==> src/tta_pkg.sv <==
`default_nettype none

package tta_pkg;

    localparam int TASK_W = 22;
    localparam int TIME_W = 64;
    localparam int OP_W = 3;
    localparam int IN_DATA_W = 136;
    localparam int OUT_DATA_W = 384;
    localparam int APB_DATA_W = 32;
    localparam int APB_ADDR_W = 3;

    localparam logic [TASK_W-1:0] TARGET_TASK_RESET = TASK_W'(2069);

    // word index of the register, taken from paddr[2]
    localparam logic REG_TARGET_TASK = 1'b0;

    typedef enum logic [OP_W-1:0] {
        OP_SWITCH        = 3'd0,
        OP_SYSCALL_ENTRY = 3'd1,
        OP_USER_RETURN   = 3'd2,
        OP_SOFTIRQ_ENTRY = 3'd3,
        OP_SOFTIRQ_EXIT  = 3'd4,
        OP_IRQ_ENTRY     = 3'd5,
        OP_IRQ_EXIT      = 3'd6
    } op_t;

endpackage

`default_nettype wire

==> src/task_time_accounting_core.sv <==
`default_nettype none

// Time accounting for one target task (register target_task at byte address 0).
// Each event transaction on the slave side yields exactly one result transaction
// carrying the six 64-bit totals after that event. An accepted event is held in an
// input register; the accumulator update (one 64-bit subtract and add per total)
// and the result register load happen together when the event advances out of it,
// so one event per cycle is sustained while results are taken. s_tready drops only
// when both the input register and the result register are full and the result
// is not taken. Write target_task only while no events are in flight.
module task_time_accounting_core (
    input  wire logic                           clk,
    input  wire logic                           rst_n,
    // apb configuration port
    input  wire logic                           psel,
    input  wire logic                           penable,
    input  wire logic                           pwrite,
    input  wire logic [tta_pkg::APB_ADDR_W-1:0] paddr,
    input  wire logic [tta_pkg::APB_DATA_W-1:0] pwdata,
    output      logic [tta_pkg::APB_DATA_W-1:0] prdata,
    output      logic                           pready,
    // event stream
    input  wire logic                           s_tvalid,
    output      logic                           s_tready,
    // timestamp[63:0], prev_task[85:64], next_task[107:86], current_task[129:108], zero pad
    input  wire logic [tta_pkg::IN_DATA_W-1:0]  s_tdata,
    // op[2:0]
    input  wire logic [tta_pkg::OP_W-1:0]       s_tuser,
    // result stream
    output      logic                           m_tvalid,
    input  wire logic                           m_tready,
    // switch_in_count[63:0], run_time_total[127:64], syscall_time_total[191:128],
    // user_time_total[255:192], softirq_time_total[319:256], irq_time_total[383:320]
    output      logic [tta_pkg::OUT_DATA_W-1:0] m_tdata
);

    localparam int TW = tta_pkg::TIME_W;
    localparam int KW = tta_pkg::TASK_W;

    // configuration
    logic [KW-1:0] target_task_reg;
    logic          cfg_write;

    assign pready = 1'b1;
    assign cfg_write = psel && penable && pwrite && pready
                       && (paddr[2] == tta_pkg::REG_TARGET_TASK);

    always_ff @(posedge clk or negedge rst_n)
    begin
        if (!rst_n)
        begin
            target_task_reg <= tta_pkg::TARGET_TASK_RESET;
        end
        else if (cfg_write)
        begin
            target_task_reg <= pwdata[KW-1:0];
        end
    end

    always_comb
    begin
        if (paddr[2] == tta_pkg::REG_TARGET_TASK)
        begin
            prdata = {{(tta_pkg::APB_DATA_W - KW){1'b0}}, target_task_reg};
        end
        else
        begin
            prdata = '0;
        end
    end

    // input register
    logic          in_valid_reg;
    tta_pkg::op_t  op_reg;
    logic [TW-1:0] ts_reg;
    logic [KW-1:0] prev_reg;
    logic [KW-1:0] next_reg;
    logic [KW-1:0] cur_reg;

    logic          m_tvalid_reg;
    logic [tta_pkg::OUT_DATA_W-1:0] m_tdata_reg;

    logic advance;
    logic in_take;

    assign advance  = in_valid_reg && (!m_tvalid_reg || m_tready);
    assign s_tready = !in_valid_reg || advance;
    assign in_take  = s_tvalid && s_tready;

    always_ff @(posedge clk or negedge rst_n)
    begin
        if (!rst_n)
        begin
            in_valid_reg <= 1'b0;
        end
        else if (s_tready)
        begin
            in_valid_reg <= s_tvalid;
        end
    end

    always_ff @(posedge clk)
    begin
        if (in_take)
        begin
            op_reg   <= tta_pkg::op_t'(s_tuser);
            ts_reg   <= s_tdata[TW-1:0];
            prev_reg <= s_tdata[TW +: KW];
            next_reg <= s_tdata[TW + KW +: KW];
            cur_reg  <= s_tdata[TW + 2*KW +: KW];
        end
    end

    // accounting state
    logic [TW-1:0] switch_counter_reg, switch_counter_next;
    logic [TW-1:0] run_start_reg, run_start_next;
    logic [TW-1:0] run_accum_reg, run_accum_next;
    logic [TW-1:0] syscall_start_reg, syscall_start_next;
    logic          in_syscall_reg, in_syscall_next;
    logic [TW-1:0] syscall_accum_reg, syscall_accum_next;
    logic [TW-1:0] user_start_reg, user_start_next;
    logic          in_user_mode_reg, in_user_mode_next;
    logic [TW-1:0] user_accum_reg, user_accum_next;
    logic [TW-1:0] softirq_start_reg, softirq_start_next;
    logic [TW-1:0] softirq_accum_reg, softirq_accum_next;
    logic [TW-1:0] irq_start_reg, irq_start_next;
    logic [TW-1:0] irq_accum_reg, irq_accum_next;

    logic prev_is;
    logic next_is;
    logic cur_is;
    logic switch_hit;

    assign prev_is    = (prev_reg == target_task_reg);
    assign next_is    = (next_reg == target_task_reg);
    assign cur_is     = (cur_reg == target_task_reg);
    assign switch_hit = (prev_reg != next_reg) && (prev_is || next_is);

    always_comb
    begin
        switch_counter_next = switch_counter_reg;
        run_start_next      = run_start_reg;
        run_accum_next      = run_accum_reg;
        syscall_start_next  = syscall_start_reg;
        in_syscall_next     = in_syscall_reg;
        syscall_accum_next  = syscall_accum_reg;
        user_start_next     = user_start_reg;
        in_user_mode_next   = in_user_mode_reg;
        user_accum_next     = user_accum_reg;
        softirq_start_next  = softirq_start_reg;
        softirq_accum_next  = softirq_accum_reg;
        irq_start_next      = irq_start_reg;
        irq_accum_next      = irq_accum_reg;

        if (op_reg == tta_pkg::OP_SWITCH)
        begin
            if (switch_hit)
            begin
                // prev and next differ, so at most one of them is the target
                if (next_is)
                begin
                    switch_counter_next = switch_counter_reg + TW'(1);
                    run_start_next      = ts_reg;
                end
                if (prev_is)
                begin
                    run_accum_next = run_accum_reg + (ts_reg - run_start_reg);
                end
                if (prev_is && in_syscall_reg)
                begin
                    syscall_accum_next = syscall_accum_reg + (ts_reg - syscall_start_reg);
                end
                if (in_syscall_reg)
                begin
                    syscall_start_next = ts_reg;
                end
                if (prev_is && in_user_mode_reg)
                begin
                    user_accum_next = user_accum_reg + (ts_reg - user_start_reg);
                end
                if (next_is && in_user_mode_reg)
                begin
                    user_start_next = ts_reg;
                end
            end
        end
        else if (cur_is)
        begin
            case (op_reg)
                tta_pkg::OP_SYSCALL_ENTRY:
                begin
                    syscall_start_next = ts_reg;
                    in_syscall_next    = 1'b1;
                    if (in_user_mode_reg)
                    begin
                        user_accum_next = user_accum_reg + (ts_reg - user_start_reg);
                    end
                    user_start_next   = ts_reg;
                    in_user_mode_next = 1'b0;
                end
                tta_pkg::OP_USER_RETURN:
                begin
                    user_start_next   = ts_reg;
                    in_user_mode_next = 1'b1;
                    if (in_syscall_reg)
                    begin
                        syscall_accum_next = syscall_accum_reg + (ts_reg - syscall_start_reg);
                    end
                    syscall_start_next = ts_reg;
                    in_syscall_next    = 1'b0;
                end
                tta_pkg::OP_SOFTIRQ_ENTRY:
                begin
                    softirq_start_next = ts_reg;
                end
                tta_pkg::OP_SOFTIRQ_EXIT:
                begin
                    softirq_accum_next = softirq_accum_reg + (ts_reg - softirq_start_reg);
                end
                tta_pkg::OP_IRQ_ENTRY:
                begin
                    irq_start_next = ts_reg;
                end
                tta_pkg::OP_IRQ_EXIT:
                begin
                    irq_accum_next = irq_accum_reg + (ts_reg - irq_start_reg);
                end
                default:
                begin
                end
            endcase
        end
    end

    always_ff @(posedge clk or negedge rst_n)
    begin
        if (!rst_n)
        begin
            switch_counter_reg <= '0;
            run_start_reg      <= '0;
            run_accum_reg      <= '0;
            syscall_start_reg  <= '0;
            in_syscall_reg     <= 1'b0;
            syscall_accum_reg  <= '0;
            user_start_reg     <= '0;
            in_user_mode_reg   <= 1'b0;
            user_accum_reg     <= '0;
            softirq_start_reg  <= '0;
            softirq_accum_reg  <= '0;
            irq_start_reg      <= '0;
            irq_accum_reg      <= '0;
        end
        else if (advance)
        begin
            switch_counter_reg <= switch_counter_next;
            run_start_reg      <= run_start_next;
            run_accum_reg      <= run_accum_next;
            syscall_start_reg  <= syscall_start_next;
            in_syscall_reg     <= in_syscall_next;
            syscall_accum_reg  <= syscall_accum_next;
            user_start_reg     <= user_start_next;
            in_user_mode_reg   <= in_user_mode_next;
            user_accum_reg     <= user_accum_next;
            softirq_start_reg  <= softirq_start_next;
            softirq_accum_reg  <= softirq_accum_next;
            irq_start_reg      <= irq_start_next;
            irq_accum_reg      <= irq_accum_next;
        end
    end

    // result register
    always_ff @(posedge clk or negedge rst_n)
    begin
        if (!rst_n)
        begin
            m_tvalid_reg <= 1'b0;
        end
        else if (advance)
        begin
            m_tvalid_reg <= 1'b1;
        end
        else if (m_tready)
        begin
            m_tvalid_reg <= 1'b0;
        end
    end

    always_ff @(posedge clk)
    begin
        if (advance)
        begin
            m_tdata_reg <= {irq_accum_next, softirq_accum_next, user_accum_next,
                            syscall_accum_next, run_accum_next, switch_counter_next};
        end
    end

    assign m_tvalid = m_tvalid_reg;
    assign m_tdata  = m_tdata_reg;

`ifndef SYNTHESIS
    // syscall and user-mode intervals are never open together
    assert property (@(posedge clk) disable iff (!rst_n)
        !(in_syscall_reg && in_user_mode_reg))
        else $error("syscall and user mode both open");

    // a stalled input side means both stages are full and the result is held
    assert property (@(posedge clk) disable iff (!rst_n)
        !s_tready |-> (in_valid_reg && m_tvalid_reg && !m_tready))
        else $error("input stalled without a full pipeline");

    // a switch between identical tasks leaves the run accounting alone
    assert property (@(posedge clk) disable iff (!rst_n)
        (advance && (op_reg == tta_pkg::OP_SWITCH) && (prev_reg == next_reg))
        |=> ($stable(switch_counter_reg) && $stable(run_accum_reg)))
        else $error("self switch changed run accounting");

    // every processed event loads a result transaction
    assert property (@(posedge clk) disable iff (!rst_n)
        advance |=> m_tvalid_reg)
        else $error("processed event produced no result");
`endif

endmodule

`default_nettype wire
==> config.mk <==
export PLATFORM = sky130hd
export DESIGN_NAME = task_time_accounting_core
export DESIGN_NICKNAME = d
export VERILOG_FILES = /design/src/tta_pkg.sv /design/src/task_time_accounting_core.sv
export SDC_FILE = /design/constraint.sdc
export NUM_CORES = 2
export LEC_CHECK = 0
export ABC_AREA = 1
export BUFFER_PORTS_ARGS = -buffer_cell sky130_fd_sc_hd__buf_2
export CORE_ASPECT_RATIO = 1.75
export CORE_MARGIN = 5
export CORE_UTILIZATION = 45
export CTS_CLUSTER_SIZE = 30
export DETAILED_ROUTE_END_ITERATION = 12
export HOLD_SLACK_MARGIN = 0.03
export SETUP_SLACK_MARGIN = 0.2
export SYNTH_ARGS = -nofsm -noshare
export SYNTH_HDL_FRONTEND = slang
export SYNTH_SLANG_ARGS = --single-unit
==> constraint.sdc <==
create_clock -name clk -period 16.74 [get_ports clk]
set_input_delay 1.674 -clock clk [delete_from_list [all_inputs] [get_ports clk]]
set_output_delay 1.674 -clock clk [all_outputs]
set_load 0.05 [all_outputs]
Yosys cells after proc, flatten, opt, wreduce, memory -nomap -nowiden --
Index checks and enable logic that the tools add are counted.
Word-level totals: flip-flop bits (word level) 1247, bits of input ports 181, output and inout port bits 419
Cells by class: $add $sub $neg 11, equality and inequality tests 13, mux-type cells 37, bitwise logic cells 2, reduce and logical (&&, ||, !) cells 26
Operators by type and width (count):
- $mux 64 | 32
- $add 64x64->64 | 5
- $sub 64x64->64 | 5
- $eq 22x22->1 | 3
- $add 64x1->64 const B | 1
- $mux 22 | 1
- $ne 22x22->1 | 1
- $reduce_and 4->1 | 4
- $reduce_and 5->1 | 2
- $eq 3x3->1 const B | 3
- $logic_and 1x1->1 | 9
- $reduce_bool 2->1 | 4
- $eq 3x2->1 const B | 2
- $ne 2x2->1 const B | 2
- $pmux 1 s2 | 2
- $eq 3x1->1 const B | 1
- $logic_not 3->1 | 1
- $logic_or 1x1->1 | 3
- $logic_not 1->1 | 2
- $mux 1 | 2
- $ne 2x1->1 const B | 1
- $not 1->1 | 2
- $reduce_or 2->1 | 1

Logic depth before layout (Yosys ltp) --
depth in word-level cells 6, gate-level depth with buffers 21, mapped depth without buffers 21

Worst setup path after synthesis --
Ideal clock, no wire load.
kind input port to flip-flop, start point in m_tready, end point reg m_tdata_reg (netlist bit m_tdata[0]) (enable), library setup time 898 ps, arrival 13060 ps, required time 15842 ps, path slack 2782 ps, stages on the path 7, buffers on the path 3, cell sequence inv_1 -> nand2_1 -> nand2_1 -> inv_1 -> clkbuf_1 -> clkbuf_1 -> clkbuf_1
Between the ends: longest elaborated chain between the ends 2
Ends and longest elaborated chain:
- start, declared | RTL line task_time_accounting_core.sv:31 | input wire logic m_tready,
- $logic_or 1x1->1 | RTL line task_time_accounting_core.sv:86 | assign advance = in_valid_reg && (!m_tvalid_reg || m_tready);
- $logic_and 1x1->1 | RTL line task_time_accounting_core.sv:86
- named net advance | RTL line task_time_accounting_core.sv:83 | logic advance;
- end signal, assigned | RTL line task_time_accounting_core.sv:292 | m_tdata_reg <= {irq_accum_next, softirq_accum_next, user_accum_next,
- end, declared | RTL line task_time_accounting_core.sv:81 | logic [tta_pkg::OUT_DATA_W-1:0] m_tdata_reg;
The timed path passes the listed nets, and every way through them passes these cells. A chain may end at the register's enable or synchronous reset.

Worst setup path in the final report --
start point in m_tready, end point reg m_tdata_reg (netlist bit m_tdata[206]) (enable)
Between the ends: longest elaborated chain between the ends 2
Ends and longest elaborated chain (RTL line):
- $logic_or 1x1->1 | task_time_accounting_core.sv:86
- $logic_and 1x1->1 | task_time_accounting_core.sv:86
No other way between the ends.

==> impl_metrics.env <==
export IMPL_status="finished clean"
export IMPL_wl_um=348100
export IMPL_power_leakage_nw=50.46
export IMPL_maxSlewViolCount=0
export IMPL_post_cts_resized=0
export IMPL_drive_above_1_share=0.08115
export IMPL_ant_nets=0
export IMPL_yosysTopAreaCell="dfrtp_1"
export IMPL_layout_common_cells="nand2_1, inv_1, nor2_1, dfrtp_1, nand3_1"
export IMPL_ys_types=48
export IMPL_largest_register_ffs=384
export IMPL_highest_layer="met5"
export IMPL_ys_top_cells_by_area="dfrtp_1, edfxtp_1, nand2_1"
export IMPL_clkSinkCount=1247
export IMPL_grt_overflow=0
export IMPL_fillers=19710
export IMPL_final_setup_tns_ns=0
export IMPL_tightest_slew_ns=1.254
export IMPL_clock_latency_ns=0.82
export IMPL_cap_violations=0
export IMPL_final_nets=13320
export IMPL_clk_pin_slew_worst_paths_ns=0.07
export IMPL_period_minus_slack_ns=5.005
export IMPL_yosysWarnings=0
export IMPL_num_vias=78930
export IMPL_critPathMaxFanout=82
export IMPL_grt_first_pass_wirelength_um=503200
export IMPL_finalInstanceArea_mm2=0.09753
export IMPL_timing_hold_ws_ns=0.4785
export IMPL_dieWidth_um=343.3
export IMPL_place_ws_ns=10.90
export IMPL_pwr_density_cell_mw_per_mm2=145.9
export IMPL_route_met3_wl_um=20020
export IMPL_cts_tree="done"
export IMPL_placed_cell_area_mm2=0.09332
export IMPL_drtIter0Drc=5398
export IMPL_clock_root_buffer="clkbuf_16"
export IMPL_core_mm2=0.1939
export IMPL_wl_met1_um=126100
export IMPL_synth_edf_count=517
export IMPL_seq_area_frac_synth=0.3864
export IMPL_numCtsBuffers=119
export IMPL_area_growth_pct=11.50
export IMPL_die_height_um=593.3
export IMPL_antenna_found_initial=24
export IMPL_peakVddDrop_uv=129.9
export IMPL_drc_errors=0
export IMPL_fin_ws_ns=11.73
export IMPL_grt_start_max_net_pins=146
export IMPL_io_buffers=570
export IMPL_avgSynthCellArea_um2=7.312
export IMPL_viasPerCell=5.190
export IMPL_cpMostUsedCell="buf_4"
export IMPL_critical_path_max_stage_delay_ns=0.84
export IMPL_critPathArrivalTime_ns=5.40
export IMPL_final_core_util=0.5031
export IMPL_dpl_hpwl_um=278500
export IMPL_dr_pass1_iters=6
export IMPL_clock_path_buffers=3
export IMPL_gp_congestion=1.016
export IMPL_period_share=0.2990
export IMPL_synth_top_area_frac=0.2077
export IMPL_grt_pass1_vias=78710
export IMPL_io_pins=600
export IMPL_slowest_stage="buf_4"
export IMPL_syn_inst=11960
export IMPL_cp_end_kind="register"
export IMPL_fin_skew_ns=0.05941
export IMPL_wl_met2_um=172400
export IMPL_crit_required_ns=17.13
export IMPL_cp_start_kind="input port"
export IMPL_post_cts_buffers=0
export IMPL_critPathKind="input port to register"
export IMPL_final_common_cell="nand2_1"
export IMPL_hold_violations=0
export IMPL_synth_ff_type="dfrtp_1"
export IMPL_fmax_ghz=0.1998
export IMPL_path_cells="buf_2 > inv_1 > nand2_1 > nand2_4 > inv_8 > buf_4 > buf_4 > buf_4 > buf_4"
export IMPL_cts_htree_levels=3
export IMPL_initial_core_util=0.4512
export IMPL_rsz0062_at_grt="false"
export IMPL_fp_row_count=214
export IMPL_synthArstFlopShare=0.5854
export IMPL_slew_headroom=0.1573
export IMPL_hold_buffers=0
export IMPL_dieArea_mm2=0.2037
export IMPL_finalSetupViolCount=0
export IMPL_wire_per_inst_um=22.89
export IMPL_track_usage=0.3363
export IMPL_hold_path_class="register to register"
export IMPL_syn_area_mm2=0.08748
export IMPL_yosys_register_bits=1247
[worst max-delay path, delay by kind of cell]
| family | cells | cell delay [ns] |
|---|---|---|
| buffers and inverters | 7 | 3.25 |
| AND/OR/NAND/NOR | 2 | 0.25 |
[where the power goes]
group / internal (W) / switching, W / total, W
Sequential: 0.00368 / 0.000281 / 0.00396
Clock: 0.00159 / 0.00133 / 0.00292
Combinational: 0.00205 / 0.00529 / 0.00734
[per-stage QoR]
step                      power, W  cells
after CTS                  0.01426  15200
final                      0.01423  15210
after floorplan           0.008888  11970
after global routing       0.01518  15200
after global placement     0.01124  14970
after detailed placement   0.01128  14970
[layout make-up]
cell class,instances,area (um2),share of cell area
diodes,10,25.02,0.0002566
clock buffers,144,3193,0.03274
clock inverters,84,998.5,0.01024
inverters,2369,8906,0.09131
multi-input cells,8074,43610,0.4471
flip-flops and latches,1247,33800,0.3465
well taps,2592,3243,0.03325
repair buffers,688,3761,0.03856
[logic make-up (layout without fill, tap and decap cells)]
logic type | count (synthesis) | in the layout | share of synthesized area
other | 2 | 21 | 0.00008585
buffers and inverters | 2652 | 3285 | 0.1162
xor gates and xnor gates | 244 | 244 | 0.02443
DFF | 1247 | 1247 | 0.3864
adders and majority gates | 636 | 636 | 0.1180
muxes | 1 | 1 | 0.0001144
and+or+nand+nor | 5651 | 5651 | 0.2622
AOI/OAI and AO/OA | 1531 | 1531 | 0.09266
[final timing paths]
kind / start / endpoint / slack (ns) / cells past startpoint
setup / recovery: m_tready / m_tdata[206] / 11.73 / 9
hold / removal: user_accum_reg[5] / user_accum_reg[5] / 0.48 / 2
setup reg to reg: target_task_reg[7] / run_start_reg[12] / 12.13 / 13
hold reg to reg: user_accum_reg[5] / user_accum_reg[5] / 0.48 / 2
max in group asynchronous: rst_n / run_accum_reg[36] / 12.75 / 4
min in group asynchronous: rst_n / syscall_accum_reg[27] / 0.84 / 1
[cell usage after synthesis, types with 2 or more instances]
cell      instances
o22ai_1          13
nor2_2            7
o21ai_0         618
nand4_1          91
nand2_2           6
o21ai_1         105
dfrtp_1         726
a21oi_1         640
nand3_1         684
inv_2            27
a31oi_1          13
dfstp_2           4
o211ai_1          9
nor2_1         1009
xnor2_1          82
and2_1           56
nor3_1          101
clkbuf_1        157
inv_1          2339
o21ai_2          42
nor3_2            2
nand2_1        3607
buf_2            69
buf_6             7
o21bai_1         40
conb_1            2
fa_1            315
buf_1            31
nor2_4            3
a21o_1           11
o21a_1           21
or2_2             9
and3_1            3
nor4_1           30
nand3b_1         25
xor2_1          162
or2_0             2
ha_1            321
edfxtp_1        517
a21boi_0         16
buf_4            18
nand3_2          16
clkinv_1          3
[per-layer routing]
metal	track usage	vias to the layer above
met2	0.5976	2492
li1	-	38200
met5	0	-
met1	0.3717	37550
met4	0.2246	10
met3	0.05003	678
Note: power is estimated with default switching activity, not from simulation.
